## src/sv/capm_pkg.sv

```systemverilog
// Package for the cascaded attitude PID mixer: types, limits and helpers.
// Used by capm_axis_lane, capm_mixer and cascaded_attitude_pid_mixer; no dependencies.
package capm_pkg;
   localparam int MOTOR_BITS_DEF     = 10;
   localparam int GAIN_FRAC_BITS_DEF = 12;
   localparam int GAINS_W            = 48;
   localparam int CSR_IDX_W          = 3;
   localparam int AXES               = 3;
   localparam logic signed [15:0] ANGLE_I_LIM = 16'sd4800;
   localparam logic signed [15:0] RATE_I_LIM  = 16'sd16000;
   localparam logic signed [17:0] RATE_SEP    = 18'sd2400;
   localparam int IDLE_THROTTLE      = 110;
   localparam int MOTOR_MIN_RESET    = 100;
   localparam int MOTOR_MAX_RESET    = 200;
   localparam logic [GAINS_W-1:0] PITCH_RATE_GAINS_RESET = 48'd82;

   typedef enum logic [CSR_IDX_W-1:0] {
      CSR_PITCH_ANGLE = 3'd0, CSR_ROLL_ANGLE = 3'd1, CSR_YAW_ANGLE = 3'd2,
      CSR_PITCH_RATE  = 3'd3, CSR_ROLL_RATE  = 3'd4, CSR_YAW_RATE  = 3'd5,
      CSR_MOTOR_MIN   = 3'd6, CSR_MOTOR_MAX  = 3'd7
   } csr_idx_type;

   // Per-tick lane command from the top level.
   typedef struct packed {
      logic start;
      logic active;
   } lane_ctl_type;

   function automatic logic signed [15:0] clamp16(input logic signed [17:0] v,
                                                  input logic signed [15:0] lim);
      logic signed [17:0] l;
      l = 18'(lim);
      if (v > l) return lim;
      if (v < -l) return -lim;
      return v[15:0];
   endfunction
endpackage

```

## src/sv/capm_mixer.sv

```systemverilog
// Quad-X mixer: merges the three lane outputs with throttle and clamps.
// Uses capm_pkg.
module capm_mixer import capm_pkg::*; #(
   parameter int MOTOR_BITS = MOTOR_BITS_DEF
) (
   input  logic                  clock,
   input  logic                  armed,
   input  logic [MOTOR_BITS-1:0] throttle,
   input  logic [MOTOR_BITS-1:0] motor_min,
   input  logic [MOTOR_BITS-1:0] motor_max,
   input  logic signed [15:0]    pitch,
   input  logic signed [15:0]    roll,
   input  logic signed [15:0]    yaw,
   output logic [4*MOTOR_BITS-1:0] motors
);
   localparam int SW = MOTOR_BITS + 20;
   logic signed [SW-1:0] t, p, r, y, mx, mn;
   logic signed [SW-1:0] m [4];
   logic [4*MOTOR_BITS-1:0] mot_ff, mot_in;

   assign t  = SW'($signed({1'b0, throttle}));
   assign p  = SW'(pitch);
   assign r  = SW'(roll);
   assign y  = SW'(yaw);
   assign mx = SW'($signed({1'b0, motor_max}));
   assign mn = SW'($signed({1'b0, motor_min}));
   assign m[0] = t - r + p + y;
   assign m[1] = t + r + p - y;
   assign m[2] = t + r - p + y;
   assign m[3] = t - r - p - y;
   always_comb begin
      for (int i = 0; i < 4; i++) begin
         if (!armed) mot_in[i*MOTOR_BITS +: MOTOR_BITS] = motor_min;
         else if (m[i] >= mx) mot_in[i*MOTOR_BITS +: MOTOR_BITS] = motor_max;
         else if (m[i] <= mn) mot_in[i*MOTOR_BITS +: MOTOR_BITS] = motor_min;
         else mot_in[i*MOTOR_BITS +: MOTOR_BITS] = m[i][MOTOR_BITS-1:0];
      end
   end
   always_ff @(posedge clock) begin
      mot_ff <= mot_in;
   end
   assign motors = mot_ff;
endmodule

```

## config.mk

```make
export PLATFORM = sky130hd
export DESIGN_NAME = capm_mixer
export DESIGN_NICKNAME = d
export VERILOG_FILES = /design/src/sv/capm_pkg.sv /design/src/sv/capm_mixer.sv
export SDC_FILE = /design/constraint.sdc
export NUM_CORES = 1
export LEC_CHECK = 0
export BUFFER_PORTS_ARGS = -buffer_cell sky130_fd_sc_hd__buf_2
export CELL_PAD_IN_SITES_DETAIL_PLACEMENT = 0
export CELL_PAD_IN_SITES_GLOBAL_PLACEMENT = 1
export CORE_MARGIN = 10
export CORE_UTILIZATION = 42
export CTS_BUF_LIST = sky130_fd_sc_hd__clkbuf_16
export CTS_CLUSTER_DIAMETER = 40
export CTS_CLUSTER_SIZE = 25
export DETAILED_ROUTE_END_ITERATION = 6
export PLACE_DENSITY_LB_ADDON = 0.1
export SETUP_SLACK_MARGIN = 0.02
export SLEW_MARGIN = 20
export SYNTH_ARGS = -nofsm -noshare
export SYNTH_HDL_FRONTEND = slang
export SYNTH_SLANG_ARGS = --single-unit
export TNS_END_PERCENT = 1
```

## constraint.sdc

```tcl
create_clock -name clock -period 5.9 [get_ports clock]
set_input_delay 0.59 -clock clock [delete_from_list [all_inputs] [get_ports clock]]
set_output_delay 0.59 -clock clock [all_outputs]
set_load 0.05 [all_outputs]
```

==> metrics.md <==
| Metric | Value |
|---|---|
| Register area share after synthesis | 7.83% |
| Syn Area/Cell | 8.14 sq um |
| Pre-antenna DRT Iters | 5 |
| Hold WC Path Type | in2reg |
| First DRT Iteration DRCs | slightly above 700 |
| CP Max Fanout | 4 |
| Max cap viols | 0 |
| Vias in the first global route | 10900 |
| First-pass GRT wire length | 58.7 mm |
| GRT overflow | 0 |
| Routed wire length | 37.2 mm |
| Endpoints failing setup | 2 |
| Sink Count | 40 |
| Post-synth top area share | 20.6% |
| Vias per inst | ~5.4 |
| Hpwl dp | ~32 mm |
| CP required | 6090 ps |
| Synth top area cells | ha_1 21%, fa_1 14%, dfxtp_1 7.8%, inv_1 5.4%, nor2_1 4.1% |
| GPL Wtd Cong | between 0.9 and 1 |
| Element type at the critical path start | input pin |
| Multi-input logic area | 9200 sq um |
| Overall Power | between 5000 and 6000 uW |
| P&R area growth vs syn | 38.2% |
| Syn Nets | ~1600 |
| Clock Path Buffers | 2 |
| WP data arrival | 6100 ps |
| Status | finished, violations left |
| Fin. Hold Viols | 0 |
| Chip width | 176 um |
| Die Area | roughly 31000 sq um |
| Final core utilization | between 50 and 60% |
| Post-synth EDFFs | 0 |
| Sequential cell area | roughly 800 sq um |
| LEAKAGE | between 0.006 and 0.007 uW |
| Failing checks | negative setup slack |
| Synth Cell Area | 10200 sq um |
| H-tree depth | 2 |
| Maximum vdd drop | around 0.17 mV |
| Warnings, synthesis | 0 |
| Antenna Cells | 0 |
| CTS buffer count | 5 |
| DRC violations left | 0 |
| Met2 wire len | 18.1 mm |
| Post-synthesis cell count | approximately 1300 |
| Synth async-reset ratio | 0% |
| Die H | ~180 um |
| Initial Util | 42.4% |
| Min cycle time layout | 5920 ps |
| Max layer used | met4 |
| Clk slew on worst S/H paths | about 70 ps |
| Worst rel slew slack | between 50% and 60% |
| #FFs+latches synth | 40 |
| Root buf cell | clkbuf_16 |
| CTS tree | yes |
| Final WS setup | -16.4 ps |
| Crit Path Class | in2reg |
| ANT nets after route | 0 |
| WL/cell | ~19 um |
| Number of placement rows | between 50 and 60 |
| Core footprint | 24100 sq um |
| Via count | between 10000 and 15000 |
| Max-slew violation count | 0 |
| Hold depth | 2 |
| Largest net degree at the start of global routing | 17 |
| Pre-CTS WS | -781 ps |
| Fillers | roughly 2300 |
| Port Buffers | between 100 and 150 |
| Worst setup EP type | flop |
| Final net count | around 2000 |
| Largest register FFs | 40 |
| Met1 WL | 16.2 mm |
| Cell variety after synth | 90 |
| Tot GR Track Use | 23.4% |
| Final std cells w/o fill | approximately 2000 |
| Placed insts | between 1500 and 2000 |
| Initial antenna violation count | 0 |
| Most common cell in the netlist | ha_1 |
| Fmax | 169 MHz |
| Layout cells sized above 1 | a little over a third |
| Least-Margin Pin Slew | about 700 ps |
| Crit share post-route | 100% |
| Synth top cells by count | 168 x ha_1, 147 x inv_1, 112 x nor2_1 |
| Met3 Wirelength | 1.78 mm |
| Main flop type after synthesis | dfxtp_1 |
| RSZ-0062 raised after global routing | true |
| Cell Pwr Density | 416 nW/um^2 |
| Largest area contributor in the netlist | ha_1 |
| I/O pin cnt | 120 |
## path summary, 6_finish.rpt
kind / start / endpoint
max: throttle[0] / motors[27]$_DFF_P_
min: motor_min[8] / motors[28]$_DFF_P_
## cell type report
| class | count | share of cell area (%) |
|---|---|---|
| clock buffer | 5 | 0.885 |
| clock inverter | 3 | 0.327 |
| inverter | 147 | 3.90 |
| multi-input combinational | 1044 | 65.1 |
| sequential | 40 | 5.66 |
| tap | 324 | 2.87 |
| timing repair buffer | 435 | 21.3 |
## metrics by stage
stage,TNS [ps],hold slack (ps),cell area (sq um)
after floorplan,0,714,10200
after global placement,-21940,881,13400
after detailed placement,-23840,888,13400
after CTS,-490,597,14000
after global routing,-10180,600,14100
final,-21.3,597,14100
## report_power, final
part	internal (uW)	leakage [uW]	switching, uW
Combinational	2450	0.00652	2780
Sequential	325	0.000337	12.4
Clock	201	0.0000804	113
## placed cells by master, fill, tap and decap left out, types with 7 or more instances in the layout
cell and instances:
buf_4 310, ha_1 159, inv_1 146, buf_2 119, nor2_1 105, nand2_1 72
fa_1 65, a21oi_1 60, o21ai_0 41, dfxtp_1 40, xnor2_1 34, o21a_1 29
nand3_1 28, a21o_1 26, xor2_1 25, nand2b_1 21, nor3_1 19, nor2b_1 18
nand4_1 18, o221a_2 18, and3_1 16, a211oi_1 15, a22oi_1 12, a21oi_2 11
nor3_2 11, a221oi_1 10, o211ai_1 10, o21ai_1 8, o21bai_1 8, a211o_1 8
or3_1 8, a31oi_1 7, nor2_2 7, ha_4 7
## repair_timing
item,4_1_cts,5_1_grt
hold buffers,0,0
gates cloned,1,0
endpoints found under the hold margin,0,0
setup buffers,12,1
gates resized for setup,61,44
pin swaps,22,26
setup endpoints to repair,40,40
## kinds of logic (layout without fill, tap and decap cells)
| group | count (synthesis) | after routing | synth area share [%] |
|---|---|---|---|
| mux | 11 | 11 | 1.19 |
| flops | 40 | 40 | 7.83 |
| simple gates | 378 | 378 | 19.2 |
| xor+xnor | 70 | 70 | 6.18 |
| buf+inv | 174 | 590 | 6.90 |
| fa+ha+maj | 240 | 240 | 34.5 |
| compound gates | 344 | 345 | 24.2 |
## worst max-delay path, stage by stage
cell       delay, ps
buf_2            100
ha_1             220
nor2b_1          140
o21a_1           180
o21bai_1         200
a21oi_2          100
o21bai_1         200
a21oi_2          100
o31ai_2          210
buf_4            170
nand2_1           60
xnor2_1          280
fa_1             510
ha_1             370
nand2_1           80
a211oi_2         240
nand2_2          110
mux2_4           310
or4_4            550
a2111oi_4        330
buf_4            210
nand2_1          100
or4_4            570
nand2_1          100
nor2_1            40
## metal layers
layer | up-vias | GRT usage [%]
met5 | - | 0
met4 | 0 | 6.50
li1 | 5331 | -
met1 | 5100 | 29.6
met2 | 308 | 41.2
met3 | 57 | 2.31
Power figures use the tool's default switching activity.
