File: src/sv/capm_pkg.sv
// Package for the cascaded attitude PID mixer: types, limits and helpers.
// Used by capm_axis_lane, capm_mixer and cascaded_attitude_pid_mixer; no dependencies.
package capm_pkg;
   localparam int MOTOR_BITS_DEF     = 10;
   localparam int GAIN_FRAC_BITS_DEF = 12;
   localparam int GAINS_W            = 48;
   localparam int CSR_IDX_W          = 3;
   localparam int AXES               = 3;
   localparam logic signed [15:0] ANGLE_I_LIM = 16'sd4800;
   localparam logic signed [15:0] RATE_I_LIM  = 16'sd16000;
   localparam logic signed [17:0] RATE_SEP    = 18'sd2400;
   localparam int IDLE_THROTTLE      = 110;
   localparam int MOTOR_MIN_RESET    = 100;
   localparam int MOTOR_MAX_RESET    = 200;
   localparam logic [GAINS_W-1:0] PITCH_RATE_GAINS_RESET = 48'd82;

   typedef enum logic [CSR_IDX_W-1:0] {
      CSR_PITCH_ANGLE = 3'd0, CSR_ROLL_ANGLE = 3'd1, CSR_YAW_ANGLE = 3'd2,
      CSR_PITCH_RATE  = 3'd3, CSR_ROLL_RATE  = 3'd4, CSR_YAW_RATE  = 3'd5,
      CSR_MOTOR_MIN   = 3'd6, CSR_MOTOR_MAX  = 3'd7
   } csr_idx_type;

   // Per-tick lane command from the top level.
   typedef struct packed {
      logic start;
      logic active;
   } lane_ctl_type;

   function automatic logic signed [15:0] clamp16(input logic signed [17:0] v,
                                                  input logic signed [15:0] lim);
      logic signed [17:0] l;
      l = 18'(lim);
      if (v > l) return lim;
      if (v < -l) return -lim;
      return v[15:0];
   endfunction
endpackage

File: src/sv/capm_axis_lane.sv
// One axis of the cascaded controller: outer angle PID then inner rate PID,
// on one shared 16x18 multiplier over six products. Uses capm_pkg.
module capm_axis_lane import capm_pkg::*; #(
   parameter int GAIN_FRAC_BITS = GAIN_FRAC_BITS_DEF
) (
   input  logic                      clock,
   input  logic                      reset,
   input  lane_ctl_type              ctl,
   input  logic [GAINS_W-1:0]        angle_gains,
   input  logic [GAINS_W-1:0]        rate_gains,
   input  logic signed [15:0]        target,
   input  logic signed [15:0]        angle,
   input  logic signed [15:0]        rate,
   output logic signed [15:0]        core,
   output logic                      done
);
   localparam int ACC_W = 40;
   typedef enum logic [4:0] {
      S_IDLE = 5'b00001, S_OUTER = 5'b00010, S_OSAT = 5'b00100,
      S_INNER = 5'b01000, S_ISAT = 5'b10000
   } st_type;

   st_type              st_ff, st_in;
   logic [1:0]          k_ff, k_in;
   logic signed [ACC_W-1:0] acc_ff, acc_in;
   logic signed [15:0]  ai_ff, ai_in, pa_ff, pa_in, ri_ff, ri_in, pr_ff, pr_in;
   logic signed [15:0]  sp_ff, sp_in, core_ff, core_in;
   logic signed [17:0]  e_ff, e_in, r_ff, r_in;
   logic                usei_ff, usei_in, done_ff, done_in;
   logic [GAINS_W-1:0]  g;
   logic signed [15:0]  gk;
   logic signed [17:0]  opnd;
   logic signed [33:0]  prod;
   logic signed [ACC_W-1:0] q;
   logic signed [17:0]  e_now, asum;

   assign g = (st_ff == S_OUTER) ? angle_gains : rate_gains;
   always_comb begin
      case (k_ff)
         2'd0:    gk = g[15:0];
         2'd1:    gk = g[31:16];
         default: gk = g[47:32];
      endcase
   end
   always_comb begin
      if (st_ff == S_OUTER) begin
         case (k_ff)
            2'd0:    opnd = e_ff;
            2'd1:    opnd = 18'(ai_ff);
            default: opnd = 18'(angle) - 18'(pa_ff);
         endcase
      end else begin
         case (k_ff)
            2'd0:    opnd = r_ff;
            2'd1:    opnd = usei_ff ? 18'(ri_ff) : 18'sd0;
            default: opnd = 18'(rate) - 18'(pr_ff);
         endcase
      end
   end
   assign prod  = gk * opnd;
   assign q     = acc_ff >>> GAIN_FRAC_BITS;
   assign e_now = 18'(target) - 18'(angle);
   assign asum  = 18'(ai_ff) + e_now;

   always_comb begin
      st_in = st_ff; k_in = k_ff; acc_in = acc_ff; ai_in = ai_ff; pa_in = pa_ff;
      ri_in = ri_ff; pr_in = pr_ff; sp_in = sp_ff; core_in = core_ff;
      e_in = e_ff; r_in = r_ff; usei_in = usei_ff; done_in = 1'b0;
      case (st_ff)
         S_IDLE: begin
            if (ctl.start) begin
               e_in   = e_now;
               ai_in  = clamp16(asum, ANGLE_I_LIM);
               acc_in = '0;
               k_in   = 2'd0;
               st_in  = S_OUTER;
            end
         end
         S_OUTER, S_INNER: begin
            acc_in = acc_ff + ACC_W'(prod);
            k_in   = k_ff + 2'd1;
            if (k_ff == 2'd2) begin
               k_in  = 2'd0;
               st_in = (st_ff == S_OUTER) ? S_OSAT : S_ISAT;
            end
         end
         S_OSAT: begin
            if (q > ACC_W'(32767)) sp_in = 16'sh7fff;
            else if (q < -ACC_W'(32768)) sp_in = 16'sh8000;
            else sp_in = q[15:0];
            pa_in   = angle;
            r_in    = 18'(sp_in) - 18'(rate);
            usei_in = (r_in < RATE_SEP) && (r_in > -RATE_SEP);
            if (usei_in) ri_in = clamp16(18'(ri_ff) + r_in, RATE_I_LIM);
            acc_in  = '0;
            st_in   = S_INNER;
         end
         S_ISAT: begin
            if (q > ACC_W'(32767)) core_in = 16'sh7fff;
            else if (q < -ACC_W'(32768)) core_in = 16'sh8000;
            else core_in = q[15:0];
            pr_in = rate;
            if (!ctl.active) begin
               ai_in = '0; ri_in = '0; core_in = '0;
            end
            done_in = 1'b1;
            st_in   = S_IDLE;
         end
         default: st_in = S_IDLE;
      endcase
   end

   always_ff @(posedge clock) begin
      if (reset) begin
         st_ff <= S_IDLE; k_ff <= '0; done_ff <= 1'b0;
         ai_ff <= '0; pa_ff <= '0; ri_ff <= '0; pr_ff <= '0;
      end else begin
         st_ff <= st_in; k_ff <= k_in; done_ff <= done_in;
         ai_ff <= ai_in; pa_ff <= pa_in; ri_ff <= ri_in; pr_ff <= pr_in;
      end
      acc_ff <= acc_in; sp_ff <= sp_in; core_ff <= core_in;
      e_ff <= e_in; r_ff <= r_in; usei_ff <= usei_in;
   end
   assign core = core_ff;
   assign done = done_ff;
endmodule

File: config.mk
export PLATFORM = sky130hd
export DESIGN_NAME = capm_axis_lane
export DESIGN_NICKNAME = d
export VERILOG_FILES = /design/src/sv/capm_pkg.sv /design/src/sv/capm_axis_lane.sv
export SDC_FILE = /design/constraint.sdc
export NUM_CORES = 1
export LEC_CHECK = 0
export BUFFER_PORTS_ARGS = -buffer_cell sky130_fd_sc_hd__buf_2
export CAP_MARGIN = 20
export CORE_ASPECT_RATIO = 1.2
export CORE_MARGIN = 2
export CORE_UTILIZATION = 47
export CTS_CLUSTER_DIAMETER = 100
export CTS_CLUSTER_SIZE = 24
export DETAILED_ROUTE_END_ITERATION = 10
export MAX_ROUTING_LAYER = met4
export PLACE_DENSITY = 0.73
export SYNTH_ARGS = -nofsm -noshare
export SYNTH_HDL_FRONTEND = slang
export SYNTH_SLANG_ARGS = --single-unit
File: constraint.sdc
create_clock -name clock -period 14.95 [get_ports clock]
set_input_delay 0.7475 -clock clock [delete_from_list [all_inputs] [get_ports clock]]
set_output_delay 0.7475 -clock clock [all_outputs]
set_load 0.05 [all_outputs]
==> impl_metrics.yaml <==
floorplanning:
  die_w_um: 216
  rows: 93
  core_um2: 53400
  fp.dieH_um: 258
  dieArea_um2: 55700
  start_util_pct: 47.4
  io_pins: 165
timing:
  post-route-period-util_pct: 66.0
  relSlewSlack_pct: 24.9
  setup_viol: 0
  layout_min_cycle_time_ns: 9.86
  tns_ns: 0
  worst_pin_slew_ns: 1.13
  finalClockSkew_ns: 0.0250
  fmax_mhz: 101
  hold_viol_final: 0
  drv_slew: 0
  rsz0062_at_grt: "no"
  worst_slack_ns: 5.09
logic_synthesis:
  synth_area_leaders: "fa_1 27%, edfxtp_1 11%, ha_1 11%"
  syn_nets: 3623
  synth-edff-count: 91
  yosysTopAreaCell: "fa_1"
  synthCells: 2915
  ys_async_sr_fraction_pct: 0
  yosysSeqAreaShare_pct: 16.5
  synth_area_um2: 25300
  synth.distinct_cells: 92
  synth_ff_type: "edfxtp_1"
  yosysTopAreaCellShare_pct: 27.5
  postSynthAreaPerCell_um2: 8.68
  ys_ff_latch: 163
  yosysWarningCount: 0
global_route:
  grtUsageTotal_pct: 28.0
  grt_max_degree: 51
  antenna_found_initial: 1
  grt_pass1_wl_um: 118000
  grt_pass1_vias: 21600
  grt_overflow: 0
routing:
  drt-total-wl_um: 73100
  num_vias: 21000
  remaining_drc_errors: 0
  firstDrtPassIters: 5
  avgRoutedWirePerCell_um: 19.4
  viasPerCell: 5.56
  ant_nets: 0
  drtIter0Drc: 1519
clock_network:
  ctsHoldBuffers: 0
  clock-sinks: 163
  clock_latency_ns: 0.46
  postCtsSetupBuffers: 0
  cts_tree: "yes"
  cts_resized: 0
  cts.htree.levels: 4
  cts-root-buf: "clkbuf_16"
  cts_buffers: 17
  path_clk_slew_ns: 0.08
  cts_max_path_buffers: 2
placement:
  dp_hpwl_um: 60500
  place_ws_ns: 4.83
  io_buffers: 164
  dp.cells: 3740
  gp_congestion: 0.956
final_layout:
  area.growth.synth_to_final_pct: 9.01
  nets: 3755
  drive_above_1_share_pct: 9.61
  final_cell_count_no_fill: 3773
  final_cell_mix: "576 x inv_1, 347 x fa_1, 310 x nor2_1, 256 x nand2_1, 213 x ha_1"
  final_common_cell: "inv_1"
critical_path:
  start_kind: "flop"
  r2r_cells: 27
  endpoint_kind: "flop"
  worst-endpoint-required_ns: 15.15
  path_class: "reg2reg"
  crit_arrival_ns: 10.05
  critical_path_peak_fanout: 34
run_status:
  outcome: "complete, no violations"
min_path:
  whs_path_depth: 2
  hp-class: "reg2reg"
run:
  drv_cap: 0
[layer usage]
metal / share of wire [%] / up-vias / track usage (%)
li1: - / 9764 / -
met1: 39 / 10300 / 33.6
met2: 49 / 774 / 46.7
met3: 6.9 / 177 / 4.22
met4: 4.8 / 0 / 12.4
met5: 0 / - / -
[worst max-delay path: stages (launching register included)]
cell and delay (ns):
dfxtp_1 0.35, or3_1 0.50, nor2_4 0.75, buf_4 0.55, mux4_2 0.31, nor2_1 0.05, a21oi_1 0.88, nand2_1 0.19
fa_1 0.59, inv_1 0.06, fa_1 0.49, fa_1 0.51, inv_1 0.05, fa_1 0.47, inv_1 0.05, fa_1 0.50
fa_1 0.49, ha_1 0.35, and3_1 0.22, nand4_1 0.10, nand2_1 0.06, a41oi_1 0.57, o21ai_0 0.33, o211ai_1 0.35
a21oi_1 0.17, o41ai_1 0.30, nor3b_1 0.23, nor3_1 0.07
[registers in the layout, indices dropped and copies added (netlist names)]
name / cells
acc_ff: 40
e_ff: 17
r_ff: 17
ai_ff: 16
core: 16
pa_ff: 16
pr_ff: 16
ri_ff: 16
st_ff: 5
k_ff: 2
done: 1
usei_ff: 1
[kinds of logic (layout without fill, tap and decap cells)]
group,after synthesis,in the layout,synth area share (%)
adders and majority gates,560,560,38.0
AOI/OAI and AO/OA,533,533,14.1
other,0,1,0
and+or+nand+nor,851,851,15.3
buffers and inverters,666,811,9.99
DFF,163,163,16.5
xor gates and xnor gates,99,99,3.43
muxes,43,43,2.67
[worst paths after layout]
kind / end / slack [ns] / from
hold / removal: pa_ff[11] / 0.45 / pa_ff[11]
setup reg to reg: acc_ff[36] / 5.09 / st_ff[0]
hold reg to reg: pa_ff[11] / 0.45 / pa_ff[11]
setup / recovery: acc_ff[36] / 5.09 / st_ff[0]
[metrics by stage]
| step | hold WS [ns] | util (%) | cell area (um^2) |
|---|---|---|---|
| finish | 0.455 | 51.6 | 27600 |
| global route | 0.494 | 51.6 | 27600 |
| CTS | 0.457 | 51.6 | 27600 |
| detailed placement | 0.447 | 50.5 | 27000 |
| global placement | 0.443 | 50.5 | 27000 |
| floorplan | 0.436 | - | 25300 |
[Yosys cell counts (6+ instances only)]
| master | n |
|---|---|
| inv_1 | 576 |
| fa_1 | 347 |
| nor2_1 | 311 |
| nand2_1 | 256 |
| ha_1 | 213 |
| a21oi_1 | 155 |
| edfxtp_1 | 91 |
| o21ai_0 | 82 |
| clkbuf_1 | 73 |
| dfxtp_1 | 72 |
| xnor2_1 | 65 |
| a21o_1 | 55 |
| nor3_1 | 47 |
| nand3_1 | 42 |
| o21a_1 | 41 |
| nand2b_1 | 37 |
| xor2_1 | 34 |
| nor2b_1 | 30 |
| and2_1 | 27 |
| and3_1 | 27 |
| a211oi_1 | 24 |
| a31oi_1 | 22 |
| mux2i_1 | 19 |
| mux4_2 | 18 |
| a22o_1 | 16 |
| nand4_1 | 14 |
| o211ai_1 | 12 |
| nor3b_1 | 11 |
| a211o_1 | 10 |
| buf_2 | 10 |
| o31ai_1 | 10 |
| or2_2 | 10 |
| o21ai_1 | 9 |
| nand3b_1 | 8 |
| o21bai_1 | 8 |
| a21boi_0 | 7 |
| or3_1 | 7 |
| nor4_1 | 6 |
[final cells by class]
cell class | instances | area [um^2]
timing repair buffer | 202 | 1110
tap | 712 | 891
antenna | 1 | 2.50
clock buffer | 17 | 425
multi-input combinational | 2086 | 18600
clock inverter | 15 | 185
sequential | 163 | 4180
inverter | 577 | 2170
fill | 4921 | 25800
Power is not shown: default switching activity piles up to over one toggle a cycle in this logic, so the estimate is an artifact.
